`config.mk`:
```
export PLATFORM = sky130hd
export DESIGN_NAME = bitmap_first_free_allocator_top
export DESIGN_NICKNAME = d
export VERILOG_FILES = /design/src/hdl/bfa_pkg.sv /design/src/hdl/bitmap_first_free_allocator_top.sv /design/src/hdl/bfa_map_ram.sv /design/src/hdl/bfa_word_unit.sv
export SDC_FILE = /design/constraint.sdc
export NUM_CORES = 1
export LEC_CHECK = 0
export BUFFER_PORTS_ARGS = -buffer_cell sky130_fd_sc_hd__buf_4
export CORE_UTILIZATION = 49
export CTS_CLUSTER_SIZE = 30
export DETAILED_ROUTE_END_ITERATION = 8
export PLACE_DENSITY = 0.7
export SLEW_MARGIN = 25
export SYNTH_ARGS = -nofsm -noshare
export SYNTH_HDL_FRONTEND = slang
export SYNTH_SLANG_ARGS = --single-unit
```
`constraint.sdc`:
```
create_clock -name clk -period 8.6 [get_ports clk]
set_clock_uncertainty 0.15 [all_clocks]
set_input_delay 1.29 -clock clk [delete_from_list [all_inputs] [get_ports clk]]
set_output_delay 1.29 -clock clk [all_outputs]
set_load 0.1 [all_outputs]
```
`src/hdl/bfa_pkg.sv`:
```
package bfa_pkg;

  localparam int IDX_W   = 10;
  localparam int FIRST_W = 10;
  localparam int COUNT_W = 11;
  localparam int MODE_W  = 2;

  // Wide enough for any word base address and the largest entry count.
  localparam int CMP_W = 18;

  localparam logic [MODE_W-1:0] MODE_USE    = 2'd0;
  localparam logic [MODE_W-1:0] MODE_FREE   = 2'd1;
  localparam logic [MODE_W-1:0] MODE_REPORT = 2'd2;

  typedef struct packed {
    logic hit;
    logic was_used;
    logic changed;
    logic has_free;
  } bfa_word_res_t;

endpackage

```
`src/hdl/bitmap_first_free_allocator_top.sv`:
```
// Bitmap allocator with a first-free search over ENTRIES entries.
// The input channel (in_valid/in_ready) carries one request beat: in_mode
// selects mark used, mark free or report only, and in_index names the entry.
// The result channel (out_valid/out_ready) returns one beat per request: the
// prior state of the indexed bit (0 for report only or an index >= ENTRIES),
// the lowest free entry after the update, a none-free flag, the free count.
// The bitmap lives in a single-port-write RAM of MAP_WORDS words. One word
// unit is reused for every word: each request walks all MAP_WORDS words in
// order, applying the update to the word that holds the index and searching
// each word for a free bit. After the scan a request passes a drain and a
// finish state, and the next request is accepted only once the result is
// loaded into the output register. After reset the block clears the RAM,
// one word per cycle, with in_ready low; then every entry is free.
// The result sits in an output register. A new request may be accepted while
// a result waits; if the receiver still stalls when the next result is done,
// the block holds that result internally and keeps in_ready low until the
// output register frees up.
module bitmap_first_free_allocator_top
  import bfa_pkg::*;
#(
  parameter int ENTRIES   = 1024,
  parameter int WORD_BITS = 32
) (
  input  logic               clk,
  input  logic               rst_n,
  input  logic               in_valid,
  output logic               in_ready,
  input  logic [MODE_W-1:0]  in_mode,
  input  logic [IDX_W-1:0]   in_index,
  output logic               out_valid,
  input  logic               out_ready,
  output logic               out_was_used,
  output logic [FIRST_W-1:0] out_first_free,
  output logic               out_none_free,
  output logic [COUNT_W-1:0] out_free_count
);

  localparam int MAP_WORDS = (ENTRIES + WORD_BITS - 1) / WORD_BITS;
  localparam int AW        = (MAP_WORDS > 1) ? $clog2(MAP_WORDS) : 1;
  localparam int BA        = $clog2(WORD_BITS);
  localparam int FCW       = $clog2(ENTRIES + 1);

  typedef enum logic [4:0] {
    S_CLEAR  = 5'b00001,
    S_IDLE   = 5'b00010,
    S_SCAN   = 5'b00100,
    S_DRAIN  = 5'b01000,
    S_FINISH = 5'b10000
  } state_t;

  state_t               state_r, state_nxt;
  logic [AW-1:0]        addr_r, addr_nxt;
  logic [CMP_W-1:0]     base_r, base_nxt;
  logic                 proc_vld_r, proc_vld_nxt;
  logic [AW-1:0]        proc_addr_r, proc_addr_nxt;
  logic [CMP_W-1:0]     proc_base_r, proc_base_nxt;
  logic [MODE_W-1:0]    mode_r, mode_nxt;
  logic [IDX_W-1:0]     idx_r, idx_nxt;
  logic                 found_r, found_nxt;
  logic [CMP_W-1:0]     first_r, first_nxt;
  logic                 was_r, was_nxt;
  logic [FCW-1:0]       free_r, free_nxt;
  logic                 out_valid_r, out_valid_nxt;
  logic                 out_was_r, out_was_nxt;
  logic [FIRST_W-1:0]   out_first_r, out_first_nxt;
  logic                 out_none_r, out_none_nxt;
  logic [COUNT_W-1:0]   out_count_r, out_count_nxt;

  logic                 ram_we;
  logic [AW-1:0]        ram_waddr;
  logic [WORD_BITS-1:0] ram_wdata;
  logic                 ram_re;
  logic [WORD_BITS-1:0] ram_rdata;
  logic [WORD_BITS-1:0] unit_word;
  logic [BA-1:0]        unit_pos;
  bfa_word_res_t        unit_res;
  logic                 last_addr;
  logic                 out_load;

  bfa_map_ram #(
    .DEPTH(MAP_WORDS),
    .WIDTH(WORD_BITS),
    .AW   (AW)
  ) u_map_ram (
    .clk  (clk),
    .we   (ram_we),
    .waddr(ram_waddr),
    .wdata(ram_wdata),
    .re   (ram_re),
    .raddr(addr_r),
    .rdata(ram_rdata)
  );

  bfa_word_unit #(
    .ENTRIES  (ENTRIES),
    .WORD_BITS(WORD_BITS),
    .BA       (BA)
  ) u_word_unit (
    .word_in (ram_rdata),
    .base    (proc_base_r),
    .idx     (idx_r),
    .mode    (mode_r),
    .word_out(unit_word),
    .pos     (unit_pos),
    .res     (unit_res)
  );

  assign last_addr = addr_r == AW'(MAP_WORDS - 1);
  assign in_ready  = state_r == S_IDLE;
  assign out_load  = (state_r == S_FINISH) && (!out_valid_r || out_ready);
  assign ram_re    = state_r == S_SCAN;

  always_comb begin
    ram_we    = 1'b0;
    ram_waddr = proc_addr_r;
    ram_wdata = unit_word;
    if (state_r == S_CLEAR) begin
      ram_we    = 1'b1;
      ram_waddr = addr_r;
      ram_wdata = '0;
    end else if (proc_vld_r && unit_res.changed) begin
      ram_we = 1'b1;
    end
  end

  always_comb begin
    state_nxt     = state_r;
    addr_nxt      = addr_r;
    base_nxt      = base_r;
    proc_vld_nxt  = 1'b0;
    proc_addr_nxt = addr_r;
    proc_base_nxt = base_r;
    mode_nxt      = mode_r;
    idx_nxt       = idx_r;
    found_nxt     = found_r;
    first_nxt     = first_r;
    was_nxt       = was_r;
    free_nxt      = free_r;
    out_valid_nxt = out_valid_r && !out_ready;
    out_was_nxt   = out_was_r;
    out_first_nxt = out_first_r;
    out_none_nxt  = out_none_r;
    out_count_nxt = out_count_r;

    case (state_r)
      S_CLEAR: begin
        addr_nxt = addr_r + AW'(1);
        if (last_addr) begin
          addr_nxt  = '0;
          state_nxt = S_IDLE;
        end
      end
      S_IDLE: begin
        if (in_valid) begin
          mode_nxt  = in_mode;
          idx_nxt   = in_index;
          addr_nxt  = '0;
          base_nxt  = '0;
          found_nxt = 1'b0;
          first_nxt = '0;
          was_nxt   = 1'b0;
          state_nxt = S_SCAN;
        end
      end
      S_SCAN: begin
        proc_vld_nxt = 1'b1;
        addr_nxt     = addr_r + AW'(1);
        base_nxt     = base_r + CMP_W'(WORD_BITS);
        if (last_addr) begin
          addr_nxt  = '0;
          state_nxt = S_DRAIN;
        end
      end
      S_DRAIN: begin
        state_nxt = S_FINISH;
      end
      S_FINISH: begin
        if (out_load) begin
          out_valid_nxt = 1'b1;
          out_was_nxt   = was_r;
          out_first_nxt = found_r ? first_r[FIRST_W-1:0] : '0;
          out_none_nxt  = !found_r;
          out_count_nxt = COUNT_W'(free_r);
          state_nxt     = S_IDLE;
        end
      end
      default: begin
        state_nxt = S_IDLE;
      end
    endcase

    if (proc_vld_r) begin
      if (unit_res.hit) begin
        was_nxt = unit_res.was_used;
      end
      if (unit_res.changed) begin
        if (mode_r == MODE_USE) begin
          free_nxt = free_r - FCW'(1);
        end else begin
          free_nxt = free_r + FCW'(1);
        end
      end
      if (!found_r && unit_res.has_free) begin
        found_nxt = 1'b1;
        first_nxt = proc_base_r + CMP_W'(unit_pos);
      end
    end
  end

  always_ff @(posedge clk) begin
    if (!rst_n) begin
      state_r     <= S_CLEAR;
      addr_r      <= '0;
      proc_vld_r  <= 1'b0;
      free_r      <= FCW'(ENTRIES);
      out_valid_r <= 1'b0;
    end else begin
      state_r     <= state_nxt;
      addr_r      <= addr_nxt;
      proc_vld_r  <= proc_vld_nxt;
      free_r      <= free_nxt;
      out_valid_r <= out_valid_nxt;
    end
  end

  always_ff @(posedge clk) begin
    base_r      <= base_nxt;
    proc_addr_r <= proc_addr_nxt;
    proc_base_r <= proc_base_nxt;
    mode_r      <= mode_nxt;
    idx_r       <= idx_nxt;
    found_r     <= found_nxt;
    first_r     <= first_nxt;
    was_r       <= was_nxt;
    out_was_r   <= out_was_nxt;
    out_first_r <= out_first_nxt;
    out_none_r  <= out_none_nxt;
    out_count_r <= out_count_nxt;
  end

  assign out_valid      = out_valid_r;
  assign out_was_used   = out_was_r;
  assign out_first_free = out_first_r;
  assign out_none_free  = out_none_r;
  assign out_free_count = out_count_r;

  a_count_range: assert property (@(posedge clk) disable iff (!rst_n)
    free_r <= FCW'(ENTRIES))
    else $error("free count exceeds the entry count");

  a_proc_in_scan: assert property (@(posedge clk) disable iff (!rst_n)
    proc_vld_r |-> (state_r == S_SCAN || state_r == S_DRAIN))
    else $error("word unit active outside a scan");

  a_found_matches_count: assert property (@(posedge clk) disable iff (!rst_n)
    (state_r == S_FINISH) |-> (found_r == (free_r != '0)))
    else $error("search result disagrees with the free count");

  a_no_write_idle: assert property (@(posedge clk) disable iff (!rst_n)
    (state_r == S_IDLE || state_r == S_FINISH) |-> !ram_we)
    else $error("bitmap written outside a clear or scan");

endmodule

```
`src/hdl/bfa_map_ram.sv`:
```
module bfa_map_ram
  import bfa_pkg::*;
#(
  parameter int DEPTH = 32,
  parameter int WIDTH = 32,
  parameter int AW    = 5
) (
  input  logic             clk,
  input  logic             we,
  input  logic [AW-1:0]    waddr,
  input  logic [WIDTH-1:0] wdata,
  input  logic             re,
  input  logic [AW-1:0]    raddr,
  output logic [WIDTH-1:0] rdata
);

  logic [WIDTH-1:0] mem [DEPTH];

  always_ff @(posedge clk) begin
    if (we) begin
      mem[waddr] <= wdata;
    end
    if (re) begin
      rdata <= mem[raddr];
    end
  end

endmodule

```
`src/hdl/bfa_word_unit.sv`:
```
module bfa_word_unit
  import bfa_pkg::*;
#(
  parameter int ENTRIES   = 1024,
  parameter int WORD_BITS = 32,
  parameter int BA        = 5
) (
  input  logic [WORD_BITS-1:0] word_in,
  input  logic [CMP_W-1:0]     base,
  input  logic [IDX_W-1:0]     idx,
  input  logic [MODE_W-1:0]    mode,
  output logic [WORD_BITS-1:0] word_out,
  output logic [BA-1:0]        pos,
  output bfa_word_res_t        res
);

  logic [CMP_W-1:0]     idx_ext;
  logic [CMP_W-1:0]     diff;
  logic [BA-1:0]        bit_sel;
  logic [WORD_BITS-1:0] bit_mask;
  logic [WORD_BITS-1:0] live_mask;
  logic [WORD_BITS-1:0] free_bits;
  logic                 is_write;
  logic                 hit;
  logic                 was;

  assign idx_ext  = CMP_W'(idx);
  assign diff     = idx_ext - base;
  assign bit_sel  = diff[BA-1:0];
  assign bit_mask = WORD_BITS'(1) << bit_sel;
  assign is_write = (mode == MODE_USE) || (mode == MODE_FREE);
  assign hit      = is_write && (idx_ext >= base)
                    && (idx_ext < base + CMP_W'(WORD_BITS))
                    && (idx_ext < CMP_W'(ENTRIES));
  assign was      = hit && ((word_in & bit_mask) != '0);

  always_comb begin
    word_out = word_in;
    if (hit && (mode == MODE_USE)) begin
      word_out = word_in | bit_mask;
    end else if (hit && (mode == MODE_FREE)) begin
      word_out = word_in & ~bit_mask;
    end
  end

  // Bits past the last entry never count as free.
  always_comb begin
    for (int j = 0; j < WORD_BITS; j++) begin
      live_mask[j] = (base + CMP_W'(j)) < CMP_W'(ENTRIES);
    end
  end

  assign free_bits = ~word_out & live_mask;

  always_comb begin
    pos = '0;
    for (int j = WORD_BITS - 1; j >= 0; j--) begin
      if (free_bits[j]) begin
        pos = BA'(j);
      end
    end
  end

  assign res.hit      = hit;
  assign res.was_used = was;
  assign res.changed  = hit && (((mode == MODE_USE) && !was) || ((mode == MODE_FREE) && was));
  assign res.has_free = free_bits != '0;

endmodule
```
# ---- Word-level counts from Yosys, hierarchy flattened
# Memories as Yosys holds them, arrays and structs flattened. A register that Yosys moved wholly into a read port is not among the register bits.
# Cells that the tools add are included.
dict set report word_totals {
  mem_bits_rw 1024
  wordCells 207
  register_bits 119
  n_memories 1
  inputBits 16
  output_inout_bits 25
  rom_bits 0
  latch_bits 0
}
# memory words width read_ports rd_clocked_by_memory_dff write_ports line
set memory_table {}
lappend memory_table {u_map_ram.mem 32 32 1 1 1 bfa_map_ram.sv:17} ;# logic [WIDTH-1:0] mem [DEPTH];
dict set report classes {
  addsub 38
  n_mux 66
  mul 0
  n_reduce_logical 32
  div 0
  n_shift 1
  order_cmp 35
  n_eq_ne 11
  bitwise 6
}
# cell count
set op_table {}
lappend op_table {{18-bit by 11-bit < comparator with 1-bit output, second input constant} 32}
lappend op_table {{18-bit by 5-bit adder with 18-bit output, second input constant} 16}
lappend op_table {{5-bit two-way mux} 39}
lappend op_table {{18-bit by 4-bit adder with 18-bit output, second input constant} 8}
lappend op_table {{32-bit AND} 3}
lappend op_table {{32-bit two-way mux} 3}
lappend op_table {{18-bit two-way mux} 5}
lappend op_table {{18-bit by 3-bit adder with 18-bit output, second input constant} 4}
lappend op_table {{32-bit NOT} 2}
lappend op_table {{32-bit nonzero test} 2}
lappend op_table {{18-bit by 2-bit adder with 18-bit output, second input constant} 2}
lappend op_table {{18-bit by 6-bit adder with 18-bit output, second input constant} 2}
lappend op_table {{18-bit one-hot mux with 2 select lines} 1}
lappend op_table {{32-bit OR} 1}
lappend op_table {{1-bit by 5-bit left shift with 32-bit output, first input constant} 1}
lappend op_table {{5-bit one-hot mux with 5 select lines} 1}
lappend op_table {{18-bit by 1-bit adder with 18-bit output, second input constant} 1}
lappend op_table {{18-bit by 5-bit adder with 18-bit output} 1}
lappend op_table {{10-bit by 18-bit >= comparator with 1-bit output} 1}
lappend op_table {{10-bit by 18-bit < comparator with 1-bit output} 1}
lappend op_table {{1-bit two-way mux} 15}
lappend op_table {{1-bit logical AND} 13}
lappend op_table {{11-bit by 1-bit adder with 11-bit output, second input constant} 1}
lappend op_table {{10-bit by 11-bit < comparator with 1-bit output, second input constant} 1}
lappend op_table {{other kinds (20)} 33}

# ---- Depth between registers and ports, before layout
dict set report depth {
  ltp_word 45
  ltp_mapped 15
  mapped_depth_nobuf 13
}

# ---- Cells and area by module
# From an unflattened synthesis, not the netlist that was laid out.
dict set report unflattened {
  cells_unflattened 3546
  hier_area_um2 50370.8
}
# module seq_area_each_um2 cells_each instances area_each_um2
set modules_own_cells {}
lappend modules_own_cells {bfa_map_ram 31710.4 2260 1 40811.6}
lappend modules_own_cells {bfa_word_unit 0.0 888 1 5365.1}
lappend modules_own_cells {bitmap_first_free_allocator_top 2502.4 398 1 4194.0}

# ---- Least setup slack after synthesis
# Ideal clock, no wire load.
dict set report synth_timing {
  kind {reg2reg}
  start {register proc_base_r[5]}
  end {memory u_map_ram.mem[23][0] (enable)}
  n_path_buf 1
  period_less_slack_ps 4556
  required_time_ps 8029
  path_stages_with_launch 14
  t_arrival_ps 3985
  setup_ps 421
  setup_slack_ps 4044
  path_cell_list {dfxtp_1 -> ha_1 -> nand3_1 -> xnor2_1 -> ha_1 -> o21a_1 -> a21o_1 -> clkbuf_1 -> a21oi_4 -> nand2_1 -> nor2_1 -> and2_1 -> a31oi_1 -> nor2_1}
}
dict set report synth_via {
  elab_chain_cells 14
  elab_cells_between_ends 17
  cone_classes {1 x add/sub; 2 x order compare; 4 x mux; 10 x reduce/logical}
}
# item line
set synth_lines {}
lappend synth_lines {{from (decl)} bitmap_first_free_allocator_top.sv:56} ;# logic [CMP_W-1:0] proc_base_r, proc_base_nxt;
lappend synth_lines {{from (signal assigned)} bitmap_first_free_allocator_top.sv:229} ;# proc_base_r <= proc_base_nxt;
lappend synth_lines {{18-bit by 6-bit adder with 18-bit output or 10-bit by 18-bit >= comparator with 1-bit output (tied branches)} {bfa_word_unit.sv:33, bfa_word_unit.sv:32}}
lappend synth_lines {{10-bit by 18-bit < comparator with 1-bit output or 1-bit logical AND (tied branches)} {bfa_word_unit.sv:33, bfa_word_unit.sv:32}}
lappend synth_lines {{1-bit logical AND *} bfa_word_unit.sv:33} ;# && (idx_ext < base + CMP_W'(WORD_BITS))
lappend synth_lines {{1-bit logical AND *} bfa_word_unit.sv:34} ;# && (idx_ext < CMP_W'(ENTRIES));
lappend synth_lines {{1-bit logical AND} bfa_word_unit.sv:35} ;# assign was = hit && ((word_in & bit_mask) != '0);
lappend synth_lines {{1-bit zero test} bfa_word_unit.sv:66} ;# assign res.changed = hit && (((mode == MODE_USE) && !was) || ((mode == MODE_FREE) && was));
lappend synth_lines {{1-bit logical AND} bfa_word_unit.sv:66}
lappend synth_lines {{1-bit logical OR} bfa_word_unit.sv:66}
lappend synth_lines {{1-bit logical AND *} bfa_word_unit.sv:66}
lappend synth_lines {{1-bit logical AND *} bitmap_first_free_allocator_top.sv:121} ;# end else if (proc_vld_r && unit_res.changed) begin
lappend synth_lines {{1-bit two-way mux *} bitmap_first_free_allocator_top.sv:121}
lappend synth_lines {{1-bit two-way mux *} bitmap_first_free_allocator_top.sv:117} ;# if (state_r == S_CLEAR) begin
lappend synth_lines {{1-bit two-way mux *} bfa_map_ram.sv:20} ;# if (we) begin
lappend synth_lines {{1-bit two-way mux (implied by the code) *} bfa_map_ram.sv:21} ;# mem[waddr] <= wdata;
lappend synth_lines {{to (decl)} bfa_map_ram.sv:17}
# Every way passes the cells marked *; elsewhere a longest branch is shown, timed or not.

# ---- Final worst setup path
dict set report layout_timing {
  start {register idx_r[3]}
  end {memory u_map_ram.mem[26][12] (enable)}
}
dict set report layout_via {
  elab_chain_cells 14
  elab_cells_between_ends 21
  cone_classes {1 x add/sub; 3 x order compare; 1 x shift; 4 x mux; 1 x bitwise; 11 x reduce/logical}
}
# item line
set layout_lines {}
lappend layout_lines {{from (decl)} bitmap_first_free_allocator_top.sv:58} ;# logic [IDX_W-1:0] idx_r, idx_nxt;
lappend layout_lines {{from (signal assigned)} bitmap_first_free_allocator_top.sv:231} ;# idx_r <= idx_nxt;
lappend layout_lines {{5-bit subtractor or 10-bit by 18-bit >= comparator with 1-bit output (tied branches)} {bfa_word_unit.sv:28, bfa_word_unit.sv:32}}
lappend layout_lines {{1-bit by 5-bit left shift with 32-bit output or 1-bit logical AND (tied branches)} {bfa_word_unit.sv:30, bfa_word_unit.sv:32}}
lappend layout_lines {{32-bit AND or 1-bit logical AND (tied branches)} {bfa_word_unit.sv:35, bfa_word_unit.sv:33}}
lappend layout_lines {{32-bit nonzero test or 1-bit logical AND (tied branches)} {bfa_word_unit.sv:35, bfa_word_unit.sv:34}}
lappend layout_lines {{1-bit logical AND} bfa_word_unit.sv:35}
lappend layout_lines {{1-bit zero test} bfa_word_unit.sv:66}
lappend layout_lines {{1-bit logical AND} bfa_word_unit.sv:66}
lappend layout_lines {{1-bit logical OR} bfa_word_unit.sv:66}
lappend layout_lines {{1-bit logical AND *} bfa_word_unit.sv:66}
lappend layout_lines {{1-bit logical AND *} bitmap_first_free_allocator_top.sv:121}
lappend layout_lines {{1-bit two-way mux *} bitmap_first_free_allocator_top.sv:121}
lappend layout_lines {{1-bit two-way mux *} bitmap_first_free_allocator_top.sv:117}
lappend layout_lines {{1-bit two-way mux *} bfa_map_ram.sv:20}
lappend layout_lines {{1-bit two-way mux (implied by the code) *} bfa_map_ram.sv:21}
# Marks and branches as above.

==> out/qor_table.md <==
| Step | Parameter | Value |
|---|---|---|
| drt | Final antenna-violating net count | 0 |
| placement | HPWL Detailed | 64.4 mm |
| setup path | Type of element capturing the critical path | flop |
| clock network | Reg clk slew, reported paths | 0.06 ns |
| drt | Via/cell ratio | 6.12 |
| setup path | List of cells traversed by the critical path | nor4bb_1, a22oi_1, nand2_1, nor2_1, o221ai_1, mux2i_1, nor3_1, a31oi_4, nor2_4, buf_12 |
| global routing | Largest net degree at the start of global routing | 161 |
| floorplanning | DIE HEIGHT | 310 µm |
| global routing | Remaining global-route overflow | 0 |
| setup path | Worst-case register-to-register setup slack | 3.70 ns |
| drt | Routed WL per cell | 28.0 µm |
| synthesis | Mean Syn Cell Area | 19.7 µm² |
| power | Power density of the placed cells | 304 nW/µm² |
| sta | Clock period minus final worst setup slack | 4.90 ns |
| setup path | Launching element of the worst setup path | idx_r[3] |
| placement | Port buffer count | 40 |
| setup path | Largest driver fanout on the critical path | 22 |
| setup path | Launching element type of the critical path | flop |
| synthesis | Count of unique library cells instantiated by Yosys | 81 |
| layout | Highest-count cells in the layout ignoring fill and taps | edfxtp_1 (1104), mux4_2 (320), nand2_1 (160) |
| synthesis | Flops & latches, synth | 1157 |
| global routing | Global-route wire length before repair | 157 mm |
| layout | Layout Nets | 2502 |
| global routing | Number of global-route vias before repair | 23546 |
| worst hold path | Class of the worst hold path | reg2reg |
| sta | Unrepaired setup endpoints after global routing | no |
| floorplanning | Number of placed I/O pins | 41 |
| sta | Worst-case setup margin in the final layout | 3.70 ns |
| clock network | Hold-fix buffer count after cts | 0 |
| layout | Fraction of layout instances using a drive strength above 1 | 26.9% |
| floorplanning | Starting Density | 49.6% |
| sta | Number of failing setup endpoints in the final timing report | 0 |
| placement | Cell count after placement | 3598 |
| clock network | Cell at the root of the clock tree | clkbuf_16 |
| setup path | Cell at the slowest stage of the critical path | edfxtp_1 |
| layout | Ant diodes | 0 |
| clock network | Clock tree from TritonCTS | built |
| layout | Combined area of the multi-input logic cells | 12100 µm² |
| synthesis | Net Count, Synth | 2397 |
| drt | Via count | 23311 |
| sta | Relative slew slack | 32.1% |
| drt | First-pass detailed-route iteration total | 5 |
| layout | Fill cell instance count of the final layout | 6885 |
| clock network | Sinks on Clock Net | 1157 |
| floorplanning | Horizontal die dimension | 310 µm |
| sta | Worst hold-check slack | 0.252 ns |
| clock network | Count of buffers added by post-CTS timing repair for setup | 0 |
| setup path | Delay of the slowest cell on the worst path | 0.82 ns |
| setup path | Crit path kind | reg2reg |
| sta | Transition time of the tightest slew-check pin | 1.02 ns |
| flow run | Number of max-cap violations | 0 |
| sta | Final hold violation count | 0 |
| status | Outcome | finished clean |
| clock network | Clock network latency to the later pin of the worst-skew pair | 0.70 ns |
| layout | Count of non-filler cells in the finished layout | 3806 |
| synthesis | Proportion of synthesized chip area in sequential cells | 73.5% |
| placement | Final weighted congestion in routability-driven placement | 0.887 |
| synthesis | Number of synthesized flops with an enable pin | 1104 |
| sta | Number of max-slew violations in the final report | 0 |
| worst hold path | Launch instance of the worst min-delay path | base_r[8] |
| global routing | Global-route usage over all layers | 22.5% |
| synthesis | Yosys warning total | 0 |
| floorplanning | Std-Cell Rows | 112 |
| power | Leakage component of the power | 16.4 nW |
| sta | Highest clock frequency the design can meet | 204 MHz |
| synthesis | Most used DFF post-synth | edfxtp_1 |
| power | Final total power | 16.0 mW |
| drt | Total DRC errors in the routed layout | 0 |
| setup path | Origin of the critical flop-to-flop path | idx_r[3] |
| drt | Number of DRC violations after detailed-routing iteration 0 | 2626 |
| synthesis | Gate Count Post-Synth | 2357 |
| placement | Worst Setup Slack post-DPL | 3.60 ns |
| setup path | Required time at the endpoint of the critical path | 8.84 ns |
| clock network | Post-cts resize count | 0 |
| layout | Most frequent standard cell in the layout excluding fill and tap cells | edfxtp_1 |
| sta | Summed negative setup slack over all endpoints | 0 ns |
| setup path | Data arrival time of the critical path | 5.14 ns |
| global routing | Antenna violations before repair | 0 |
| power | IR Drop Worst-Case VDD | 0.289 mV |
| synthesis | Share of synthesized flip-flops with an asynchronous set or reset | 0% |
| layout | Flip-flop and latch area | 34200 µm² |
| floorplanning | Die Outline Area | 96200 µm² |
| sta | Final cycle utilization of the critical path | 57.0% |
| drt | Wire length reported by the detailed router | 106 mm |
| synthesis | Post-synthesis instance area | 46500 µm² |
| layout | Synthesis-to-layout area growth | 13.3% |
| clock network | Clock Path Buffers | 3 |
| clock network | H-tree depth | 3 |
| clock network | Number of CTS-inserted buffers | 108 |
| floorplanning | Floorplan Core Area | 93700 µm² |
==> registers in the layout, indices dropped and copies added, names as in the netlist, 2 cells and up <==
| signal | flops |
|---|---|
| u_map_ram.mem | 1024 |
| idx_r | 10 |
| base_r | 13 |
| proc_base_r | 13 |
| u_map_ram.rdata | 32 |
| proc_addr_r | 5 |
| free_r | 11 |
| addr_r | 5 |
| first_r | 10 |
| out_first_free | 10 |
| out_free_count | 11 |
| mode_r | 2 |
| state_r | 5 |
==> logic make-up after synthesis <==
group,Yosys count,synth area share (%)
flip-flops,1157,73.5
AND/OR/NAND/NOR,434,4.46
multiplexers,368,16.6
AO/OA/AOI/OAI,202,3.06
buffers and inverters,150,1.29
adder cells (fa/ha/maj),24,0.662
XOR/XNOR,22,0.414
==> where the power goes <==
group	total [mW]	switching, mW	leakage (nW)	internal [mW]
sequential	7.31	0.207	10.5	7.10
clock	4.66	2.04	1.68	2.62
combinational	4.08	2.46	4.23	1.62
total	16.0	4.71	16.4	11.3
==> per-layer routing <==
metal	wire length, µm	vias up	track usage [%]	share of wire [%]
li1	-	9884	-	-
met1	44900	12352	32.8	42
met2	51900	931	36.1	49
met3	7580	144	3.49	7.1
met4	2080	0	5.30	2.0
met5	0	-	0	0
==> synthesized netlist by cell type, types with 5 or more instances <==
| cell | number | share of area, % |
|---|---|---|
| mux2_2 | 14 | 0.34 |
| ha_1 | 23 | 0.62 |
| mux2i_1 | 33 | 0.71 |
| a31oi_1 | 8 | 0.11 |
| nor2_1 | 120 | 0.97 |
| o2111ai_1 | 6 | 0.11 |
| nand3_1 | 32 | 0.34 |
| a211oi_1 | 14 | 0.23 |
| edfxtp_1 | 1104 | 71 |
| nand2b_1 | 9 | 0.12 |
| nand4_1 | 7 | 0.094 |
| buf_2 | 5 | 0.054 |
| mux4_2 | 320 | 15 |
| xnor2_1 | 12 | 0.23 |
| nand2_1 | 160 | 1.3 |
| a21o_1 | 5 | 0.081 |
| xor2_1 | 10 | 0.19 |
| and3_1 | 10 | 0.13 |
| o31ai_1 | 11 | 0.18 |
| o211ai_1 | 10 | 0.16 |
| or3_1 | 17 | 0.23 |
| nor3_1 | 10 | 0.11 |
| clkbuf_1 | 88 | 0.71 |
| inv_1 | 27 | 0.22 |
| nand3b_1 | 6 | 0.097 |
| a2bb2oi_1 | 6 | 0.11 |
| buf_1 | 25 | 0.20 |
| a21oi_1 | 41 | 0.44 |
| dfxtp_1 | 53 | 2.3 |
| or2_2 | 6 | 0.081 |
| nor2b_1 | 9 | 0.12 |
| o21ai_0 | 46 | 0.49 |
| and2_1 | 18 | 0.24 |
| a22oi_1 | 11 | 0.18 |
==> path summary, 6_finish.rpt <==
path,endpoint,cells past startpoint
setup / recovery,u_map_ram.mem[26][12],10
hold / removal,proc_base_r[8],0
setup reg to reg,u_map_ram.mem[26][12],10
hold reg to reg,proc_base_r[8],0
==> metrics by stage <==
stage / utilization (%) / area [µm²]
after detailed placement: 52.3 / 49000
after CTS: 56.0 / 52500
after global placement: 52.0 / 48700
final: 56.2 / 52700
after global routing: 56.2 / 52700
after floorplan: - / 46500
==> area by class of cell <==
class	instances	share of cell area (%)
multi-input combinational	1050	23.0
sequential	1157	64.9
timing repair buffer	117	2.33
inverter	28	0.199
tap	1254	2.98
clock inverter	70	1.22
clock buffer	130	5.36
==> critical path: cells and delay by family (launching register included) <==
kind	cells	cell delay (ns)
compound gates	3	0.93
flops	1	0.82
buf+inv	1	0.25
mux	1	0.16
simple gates	5	2.29
Note: power is estimated with default switching activity, not from simulation.
